### src/hdl/bqlpf_pkg.sv
`timescale 1ns / 1ps
// Shared types, constants and saturation helpers of the biquad low-pass filter.
package bqlpf_pkg;

	localparam int MAX_CHANNELS = 8;
	localparam int CHAN_W       = $clog2(MAX_CHANNELS);
	localparam int SAMPLE_W     = 24;
	localparam int COEF_W       = 24;
	localparam int STATE_W      = 32;
	localparam int COUNT_W      = 4;
	localparam int CFG_IDX_W    = 3;
	localparam int PROD_W       = COEF_W + STATE_W;
	localparam int DIFF_W       = PROD_W + 1;
	localparam int RND_W        = DIFF_W - 22;
	localparam int SUM_W        = 36;

	typedef enum logic [CFG_IDX_W-1:0] {
		REG_ENABLE   = 3'd0,
		REG_CH_COUNT = 3'd1,
		REG_COEF_B0  = 3'd2,
		REG_COEF_B1  = 3'd3,
		REG_COEF_B2  = 3'd4,
		REG_COEF_A1  = 3'd5,
		REG_COEF_A2  = 3'd6
	} cfg_reg_t;

	typedef enum logic [7:0] {
		ST_IDLE = 8'b0000_0001,
		ST_M0   = 8'b0000_0010,
		ST_M1   = 8'b0000_0100,
		ST_M2   = 8'b0000_1000,
		ST_M3   = 8'b0001_0000,
		ST_M4   = 8'b0010_0000,
		ST_M5   = 8'b0100_0000,
		ST_OUT  = 8'b1000_0000
	} seq_state_t;

	function automatic logic signed [STATE_W-1:0] sat_state(input logic signed [SUM_W-1:0] v);
		logic hi_same;
		logic lo_same;
		begin
			hi_same = &v[SUM_W-1:STATE_W-1];
			lo_same = ~|v[SUM_W-1:STATE_W-1];
			if (hi_same || lo_same) begin
				sat_state = v[STATE_W-1:0];
			end else begin
				sat_state = {v[SUM_W-1], {(STATE_W-1){~v[SUM_W-1]}}};
			end
		end
	endfunction

	function automatic logic signed [SAMPLE_W-1:0] sat_sample(
		input logic signed [STATE_W-1:0] v);
		logic hi_same;
		logic lo_same;
		begin
			hi_same = &v[STATE_W-1:SAMPLE_W-1];
			lo_same = ~|v[STATE_W-1:SAMPLE_W-1];
			if (hi_same || lo_same) begin
				sat_sample = v[SAMPLE_W-1:0];
			end else begin
				sat_sample = {v[STATE_W-1], {(SAMPLE_W-1){~v[STATE_W-1]}}};
			end
		end
	endfunction

endpackage

### src/hdl/biquad_low_pass_filter.sv
`timescale 1ns / 1ps
// Top level of the multi-channel biquad low-pass filter with one shared multiplier.
//
// Channel   Direction  Handshake                    Content
// s_axis    in         s_axis_tvalid/s_axis_tready  sample, channel in tuser, tlast
// m_axis    out        m_axis_tvalid/m_axis_tready  filtered sample, channel, tlast
// cfg       in         cfg_valid/cfg_ready          register index and write data
//
// A filtered request runs through states M0 to M5, in which the five products run one after
// another through the single 24 x 32 multiplier, and then ST_OUT loads the output register.
// A pass-through request goes from idle straight to ST_OUT. The input is ready again in the
// cycle after the load; it is not ready until the previous result has moved into the output
// register, which waits for m_axis_tready while it still holds an unaccepted result.
// Reset clears the configuration to its defaults and all channel state to zero.
module biquad_low_pass_filter (
	input  logic        clk,
	input  logic        arst_n,
	input  logic        s_axis_tvalid,
	output logic        s_axis_tready,
	input  logic [23:0] s_axis_tdata,  // [23:0] sample_in
	input  logic [2:0]  s_axis_tuser,  // [2:0] chan_in
	input  logic        s_axis_tlast,
	output logic        m_axis_tvalid,
	input  logic        m_axis_tready,
	output logic [23:0] m_axis_tdata,  // [23:0] sample_out
	output logic [2:0]  m_axis_tuser,  // [2:0] chan_out
	output logic        m_axis_tlast,
	input  logic        cfg_valid,
	output logic        cfg_ready,
	input  logic [2:0]  cfg_index,
	input  logic [23:0] cfg_data
);

	bqlpf_pkg::seq_state_t state_q;
	logic                                     enable_q;
	logic [bqlpf_pkg::COUNT_W-1:0]            ch_count_q;
	logic signed [bqlpf_pkg::COEF_W-1:0]      b0_q, b1_q, b2_q, a1_q, a2_q;
	logic signed [bqlpf_pkg::STATE_W-1:0]     delay_one_q [bqlpf_pkg::MAX_CHANNELS];
	logic signed [bqlpf_pkg::STATE_W-1:0]     delay_two_q [bqlpf_pkg::MAX_CHANNELS];

	logic signed [bqlpf_pkg::SAMPLE_W-1:0]    x_q;
	logic signed [bqlpf_pkg::SAMPLE_W-1:0]    res_q;
	logic [bqlpf_pkg::CHAN_W-1:0]             ch_q;
	logic                                     last_q;
	logic signed [bqlpf_pkg::STATE_W-1:0]     s1_q, s2_q, y_q;
	logic signed [bqlpf_pkg::PROD_W-1:0]      prod_q, acc_q;

	logic                                     m_valid_q;
	logic [bqlpf_pkg::SAMPLE_W-1:0]           m_data_q;
	logic [bqlpf_pkg::CHAN_W-1:0]             m_chan_q;
	logic                                     m_last_q;

	logic                                     in_acc;
	logic                                     cfg_wr;
	logic                                     coef_wr;
	logic                                     active;
	logic                                     out_load;
	logic signed [bqlpf_pkg::COEF_W-1:0]      mul_a;
	logic signed [bqlpf_pkg::STATE_W-1:0]     mul_b;
	logic signed [bqlpf_pkg::DIFF_W-1:0]      rnd_in;
	logic signed [bqlpf_pkg::DIFF_W-1:0]      rnd_tmp;
	logic signed [bqlpf_pkg::DIFF_W-1:0]      rnd_shift;
	logic signed [bqlpf_pkg::STATE_W-1:0]     add_in;
	logic signed [bqlpf_pkg::SUM_W-1:0]       sum;
	logic signed [bqlpf_pkg::STATE_W-1:0]     sum_sat;
	logic signed [bqlpf_pkg::STATE_W-1:0]     x_ext;

	assign s_axis_tready = (state_q == bqlpf_pkg::ST_IDLE);
	assign in_acc        = s_axis_tvalid && s_axis_tready;
	assign cfg_ready     = 1'b1;
	assign cfg_wr        = cfg_valid && cfg_ready;
	assign coef_wr       = cfg_wr && (cfg_index == bqlpf_pkg::REG_COEF_B0
		|| cfg_index == bqlpf_pkg::REG_COEF_B1 || cfg_index == bqlpf_pkg::REG_COEF_B2
		|| cfg_index == bqlpf_pkg::REG_COEF_A1 || cfg_index == bqlpf_pkg::REG_COEF_A2);
	assign active        = enable_q
		&& ({1'b0, s_axis_tuser} < ch_count_q)
		&& (32'(s_axis_tuser) < 32'(bqlpf_pkg::MAX_CHANNELS));
	assign out_load      = (state_q == bqlpf_pkg::ST_OUT) && (!m_valid_q || m_axis_tready);
	assign x_ext         = {{(bqlpf_pkg::STATE_W-bqlpf_pkg::SAMPLE_W){x_q[bqlpf_pkg::SAMPLE_W-1]}}, x_q};

	assign m_axis_tvalid = m_valid_q;
	assign m_axis_tdata  = m_data_q;
	assign m_axis_tuser  = m_chan_q;
	assign m_axis_tlast  = m_last_q;

	always_comb begin
		mul_a = b0_q;
		mul_b = x_ext;
		unique case (state_q)
			bqlpf_pkg::ST_M0: begin
				mul_a = b0_q;
				mul_b = x_ext;
			end
			bqlpf_pkg::ST_M1: begin
				mul_a = b1_q;
				mul_b = x_ext;
			end
			bqlpf_pkg::ST_M2: begin
				mul_a = a1_q;
				mul_b = y_q;
			end
			bqlpf_pkg::ST_M3: begin
				mul_a = b2_q;
				mul_b = x_ext;
			end
			bqlpf_pkg::ST_M4: begin
				mul_a = a2_q;
				mul_b = y_q;
			end
			default: begin
				mul_a = b0_q;
				mul_b = x_ext;
			end
		endcase
	end

	// Shared rounding, accumulate and saturation path.
	always_comb begin
		if (state_q == bqlpf_pkg::ST_M1) begin
			rnd_in = {prod_q[bqlpf_pkg::PROD_W-1], prod_q};
			add_in = s1_q;
		end else if (state_q == bqlpf_pkg::ST_M3) begin
			rnd_in = {acc_q[bqlpf_pkg::PROD_W-1], acc_q}
				- {prod_q[bqlpf_pkg::PROD_W-1], prod_q};
			add_in = s2_q;
		end else begin
			rnd_in = {acc_q[bqlpf_pkg::PROD_W-1], acc_q}
				- {prod_q[bqlpf_pkg::PROD_W-1], prod_q};
			add_in = '0;
		end
		rnd_tmp   = rnd_in + bqlpf_pkg::DIFF_W'(1 << 21);
		rnd_shift = rnd_tmp >>> 22;
		sum       = {rnd_shift[bqlpf_pkg::RND_W-1], rnd_shift[bqlpf_pkg::RND_W-1:0]}
			+ {{(bqlpf_pkg::SUM_W-bqlpf_pkg::STATE_W){add_in[bqlpf_pkg::STATE_W-1]}}, add_in};
		sum_sat   = bqlpf_pkg::sat_state(sum);
	end

	always_ff @(posedge clk or negedge arst_n) begin
		if (!arst_n) begin
			state_q    <= bqlpf_pkg::ST_IDLE;
			enable_q   <= 1'b0;
			ch_count_q <= bqlpf_pkg::COUNT_W'(bqlpf_pkg::MAX_CHANNELS);
			b0_q       <= '0;
			b1_q       <= '0;
			b2_q       <= '0;
			a1_q       <= '0;
			a2_q       <= '0;
			m_valid_q  <= 1'b0;
			for (int i = 0; i < bqlpf_pkg::MAX_CHANNELS; i++) begin
				delay_one_q[i] <= '0;
				delay_two_q[i] <= '0;
			end
		end else begin
			if (cfg_wr) begin
				unique case (cfg_index)
					bqlpf_pkg::REG_ENABLE:   enable_q   <= cfg_data[0];
					bqlpf_pkg::REG_CH_COUNT: ch_count_q <= cfg_data[bqlpf_pkg::COUNT_W-1:0];
					bqlpf_pkg::REG_COEF_B0:  b0_q       <= cfg_data;
					bqlpf_pkg::REG_COEF_B1:  b1_q       <= cfg_data;
					bqlpf_pkg::REG_COEF_B2:  b2_q       <= cfg_data;
					bqlpf_pkg::REG_COEF_A1:  a1_q       <= cfg_data;
					bqlpf_pkg::REG_COEF_A2:  a2_q       <= cfg_data;
					default: begin
					end
				endcase
			end

			if (coef_wr) begin
				for (int i = 0; i < bqlpf_pkg::MAX_CHANNELS; i++) begin
					delay_one_q[i] <= '0;
					delay_two_q[i] <= '0;
				end
			end else if (state_q == bqlpf_pkg::ST_M3) begin
				delay_one_q[ch_q] <= sum_sat;
			end else if (state_q == bqlpf_pkg::ST_M5) begin
				delay_two_q[ch_q] <= sum_sat;
			end

			if (out_load) begin
				m_valid_q <= 1'b1;
			end else if (m_axis_tready) begin
				m_valid_q <= 1'b0;
			end

			unique case (state_q)
				bqlpf_pkg::ST_IDLE: begin
					if (in_acc) begin
						state_q <= active ? bqlpf_pkg::ST_M0 : bqlpf_pkg::ST_OUT;
					end
				end
				bqlpf_pkg::ST_M0:  state_q <= bqlpf_pkg::ST_M1;
				bqlpf_pkg::ST_M1:  state_q <= bqlpf_pkg::ST_M2;
				bqlpf_pkg::ST_M2:  state_q <= bqlpf_pkg::ST_M3;
				bqlpf_pkg::ST_M3:  state_q <= bqlpf_pkg::ST_M4;
				bqlpf_pkg::ST_M4:  state_q <= bqlpf_pkg::ST_M5;
				bqlpf_pkg::ST_M5:  state_q <= bqlpf_pkg::ST_OUT;
				bqlpf_pkg::ST_OUT: begin
					if (out_load) begin
						state_q <= bqlpf_pkg::ST_IDLE;
					end
				end
				default: state_q <= bqlpf_pkg::ST_IDLE;
			endcase
		end
	end

	always_ff @(posedge clk) begin
		if (in_acc) begin
			x_q    <= s_axis_tdata;
			res_q  <= s_axis_tdata;
			ch_q   <= s_axis_tuser;
			last_q <= s_axis_tlast;
			s1_q   <= delay_one_q[s_axis_tuser];
			s2_q   <= delay_two_q[s_axis_tuser];
		end
		prod_q <= mul_a * mul_b;
		if (state_q == bqlpf_pkg::ST_M1) begin
			y_q   <= sum_sat;
			res_q <= bqlpf_pkg::sat_sample(sum_sat);
		end
		if (state_q == bqlpf_pkg::ST_M2 || state_q == bqlpf_pkg::ST_M4) begin
			acc_q <= prod_q;
		end
		if (out_load) begin
			m_data_q <= res_q;
			m_chan_q <= ch_q;
			m_last_q <= last_q;
		end
	end

endmodule

### config.mk
export PLATFORM = sky130hd
export DESIGN_NAME = biquad_low_pass_filter
export DESIGN_NICKNAME = d
export VERILOG_FILES = /design/src/hdl/bqlpf_pkg.sv /design/src/hdl/biquad_low_pass_filter.sv
export SDC_FILE = /design/constraint.sdc
export NUM_CORES = 2
export LEC_CHECK = 0
export BUFFER_PORTS_ARGS = -buffer_cell sky130_fd_sc_hd__buf_2
export CORE_ASPECT_RATIO = 0.7
export CORE_MARGIN = 1.5
export CORE_UTILIZATION = 40
export DETAILED_ROUTE_END_ITERATION = 16
export PLACE_DENSITY = 0.6
export SLEW_MARGIN = 30
export SYNTH_ARGS = -nofsm -noshare
export SYNTH_HDL_FRONTEND = slang
export SYNTH_SLANG_ARGS = --single-unit
### constraint.sdc
create_clock -name clk -period 10.05 [get_ports clk]
set_input_delay 3.015 -clock clk [delete_from_list [all_inputs] [get_ports clk]]
set_output_delay 3.015 -clock clk [all_outputs]
set_load 0.005 [all_outputs]
==> run summary <==
Synth Register Bits: 934
CTS Hold Bufs: 0
Vias in the first global route: 51600
RSZ-0062 raised after global routing: no
Share of the synthesized area in the top cell type: 0.230
RD Place Congestion: 0.969
Drt pass-1 iters: 6
Top cell by count, worst path: nor3_1
Slowest Stage Delay on Critical Path: 0.84 ns
Wire per inst: 24.2 um
Post-synth cell types: 112
Ys flop type: dfrtp_1
Nets: 7864
Synth Warn #: 0
Dominant cells by area after synthesis: dfrtp_1 (23%), fa_1 (22%), edfxtp_1 (10%)
Seq/Total Area, Yosys: 0.347
Outcome: complete, no violations
CP Buf/Inv Count: 1
Inst Count DP: 9014
Post-Layout Cell Count: 9199
DRC viols: 0
Final worst slack: 0.503 ns
Cts bufs inserted: 94
Syn_nets: 7860
Pins Over Slew Limit: 0
IO Count: 91
Port Buffer Count: 89
DRT iter0 DRCs: 4950
Tcrit/Tclk final: 0.950
Largest net degree at the start of global routing: 172
Row Count: 128
Core area: 0.174 mm^2
H-Tree Depth: 3
Worst setup EP type: register
CP arrival: 9.99 ns
Initial Utilization: 0.402
CTS max path bufs: 3
Max Cap Viol: 0
Actual slew at the worst max-slew pin: 1.11 ns
Die width: 503 um
Skew final: 0.0514 ns
Area Growth Syn to Fin: 10.8%
Largest family of logic cells by synthesized area: adder cells
CP Launch Type: register
Initial antenna violation count: 9
Compound-gate portion of the synthesized area: 0.110
Slowest CP cell: o31ai_1
Die area: 0.178 mm^2
Slew margin rel.: 0.255
Syn avg cell area: 10.3 um^2
Reg clk slew, reported paths: 0.06 ns
Die Span Y: 353 um
CP delay by family, top: compound AO/OA/AOI/OAI gates
Global-route wire length before repair: 335000 um
Place WS: 0.323 ns
Post-synthesis simple-gate area fraction: 0.105
Hold crit path type: reg -> reg
Synth Instances: 6772
Xor-xnor portion of the synthesized cell area: 0.0189
CP Class: reg -> reg
Antenna Nets Post-Route: 0
Final wirelength: 222000 um
GRT Total Usage: 0.253
Final hold violation count: 0
Setup violators final: 0
HPWL after detailed placement: 161000 um
Max FO, Critical Path: 23
Asr flop ratio synth: 0.692
Skew-Pair Late Insertion Delay: 0.77 ns
Setup TNS: 0 ns
Mux cell area share after synthesis: 0.0810
CTS root buf: clkbuf_16
CTS sink count: 934
Max Fclk: 105 MHz
Total grt overflow: 0
Final design utilization: 0.446
Cell taking the most area after synthesis: dfrtp_1
TritonCTS clock tree: done
Min Tclk post-route: 9.55 ns
Vias per cell: 5.57
Synth Cell Area: 0.0700 mm^2
CP Data Required Time: 10.49 ns
Post-Synth Adder-Cell Area: 0.268
EDFF count, synth: 232
Share of post-route cells with drive strength above 1: 0.131
Via count: 51300
## logic make-up after synthesis
logic type / Yosys count
AO/OA/AOI/OAI: 1222
XOR/XNOR: 148
adder cells (fa/ha/maj): 1028
buffers and inverters: 1279
flip-flops: 934
multiplexers: 380
other: 1
AND/OR/NAND/NOR: 1780
## layout by cell type, fill, tap and decap left out, drive strengths merged, types with 32 or more instances in the layout
cell / n
nand2: 1084
mux4: 128
nor2: 434
clkbuf: 135
inv: 909
a21oi: 169
xor2: 46
a22oi: 49
nand4: 32
xnor2: 102
fa: 784
a31oi: 34
buf: 286
ha: 244
a22o: 38
mux2: 211
a21o: 98
mux2i: 41
dfxtp: 56
nor3: 36
dfrtp: 644
and2: 32
o21ai: 587
edfxtp: 232
## per-stage QoR
stage / hold slack (ns) / instance area [um^2]
global route: 0.430 / 77500
detailed placement: 0.405 / 73900
floorplan: 0.400 / 70000
global placement: 0.401 / 73800
CTS: 0.419 / 77300
finish: 0.419 / 77500
## cell usage after synthesis, drive strengths merged (30+ instances only)
cell type     n
inv         899
dfrtp       644
clkbuf      317
xnor2       102
nand4        32
mux2i        41
nand2      1084
fa          784
mux2        211
o21ai       587
a22o         38
mux4        128
a21o         98
a21oi       169
nor2        434
nor3         36
buf          58
xor2         46
dfxtp        56
a22oi        49
and2         32
ha          244
edfxtp      232
a31oi        34
nand3        30
## worst reg2reg max path, delay by kind of cell, from the launching register on
kind,cells,cell delay (ns)
buf+inv,1,0.09
compound gates,11,3.99
xor+xnor,2,0.98
flops,1,0.38
simple gates,11,2.96
fa+ha+maj,2,0.87
## what timing repair did
item | CTS | global route
endpoints found under the hold margin | 0 | 0
setup buffers | 0 | 3
resized for setup | 0 | 15
endpoints found under the setup margin | 0 | 11
## registers in the layout, indices dropped and copies added (netlist names), 32 cells and up
signal and flops:
acc_q 56, delay_one_q 256, delay_two_q 256, prod_q 56, s1_q 32, s2_q 32, y_q 32
## area by class of cell
cell class / count / area (um^2)
tap: 2340 / 2930
inverter: 901 / 3390
antenna: 5 / 12.5
multi-input combinational: 4559 / 41400
timing repair buffer: 286 / 2130
fill: 16400 / 96400
clock inverter: 39 / 603
clock buffer: 135 / 2790
sequential: 934 / 24300
## worst paths after layout
| check | startpoint | to | slack (ns) | cells after the start |
|---|---|---|---|---|
| max | prod_q[21] | res_q[6] | 0.50 | 27 |
| min | res_q[6] | m_axis_tdata[6] | 0.42 | 0 |
| max reg2reg | prod_q[21] | res_q[6] | 0.50 | 27 |
| min reg2reg | res_q[6] | m_axis_tdata[6] | 0.42 | 0 |
| max in group asynchronous | arst_n | delay_one_q[131] | 6.25 | 3 |
| min in group asynchronous | arst_n | a1_q[5] | 2.21 | 1 |
## routing by layer
metal / up-vias / global-route usage / wire, um
met5: - / 0 / 40
met4: 6 / 0.0704 / 6710
li1: 22300 / - / -
met2: 2177 / 0.348 / 90100
met1: 26500 / 0.392 / 103000
met3: 299 / 0.0617 / 22700
Power is not shown: default switching activity piles up to over one toggle a cycle in this logic, so the estimate is an artifact.
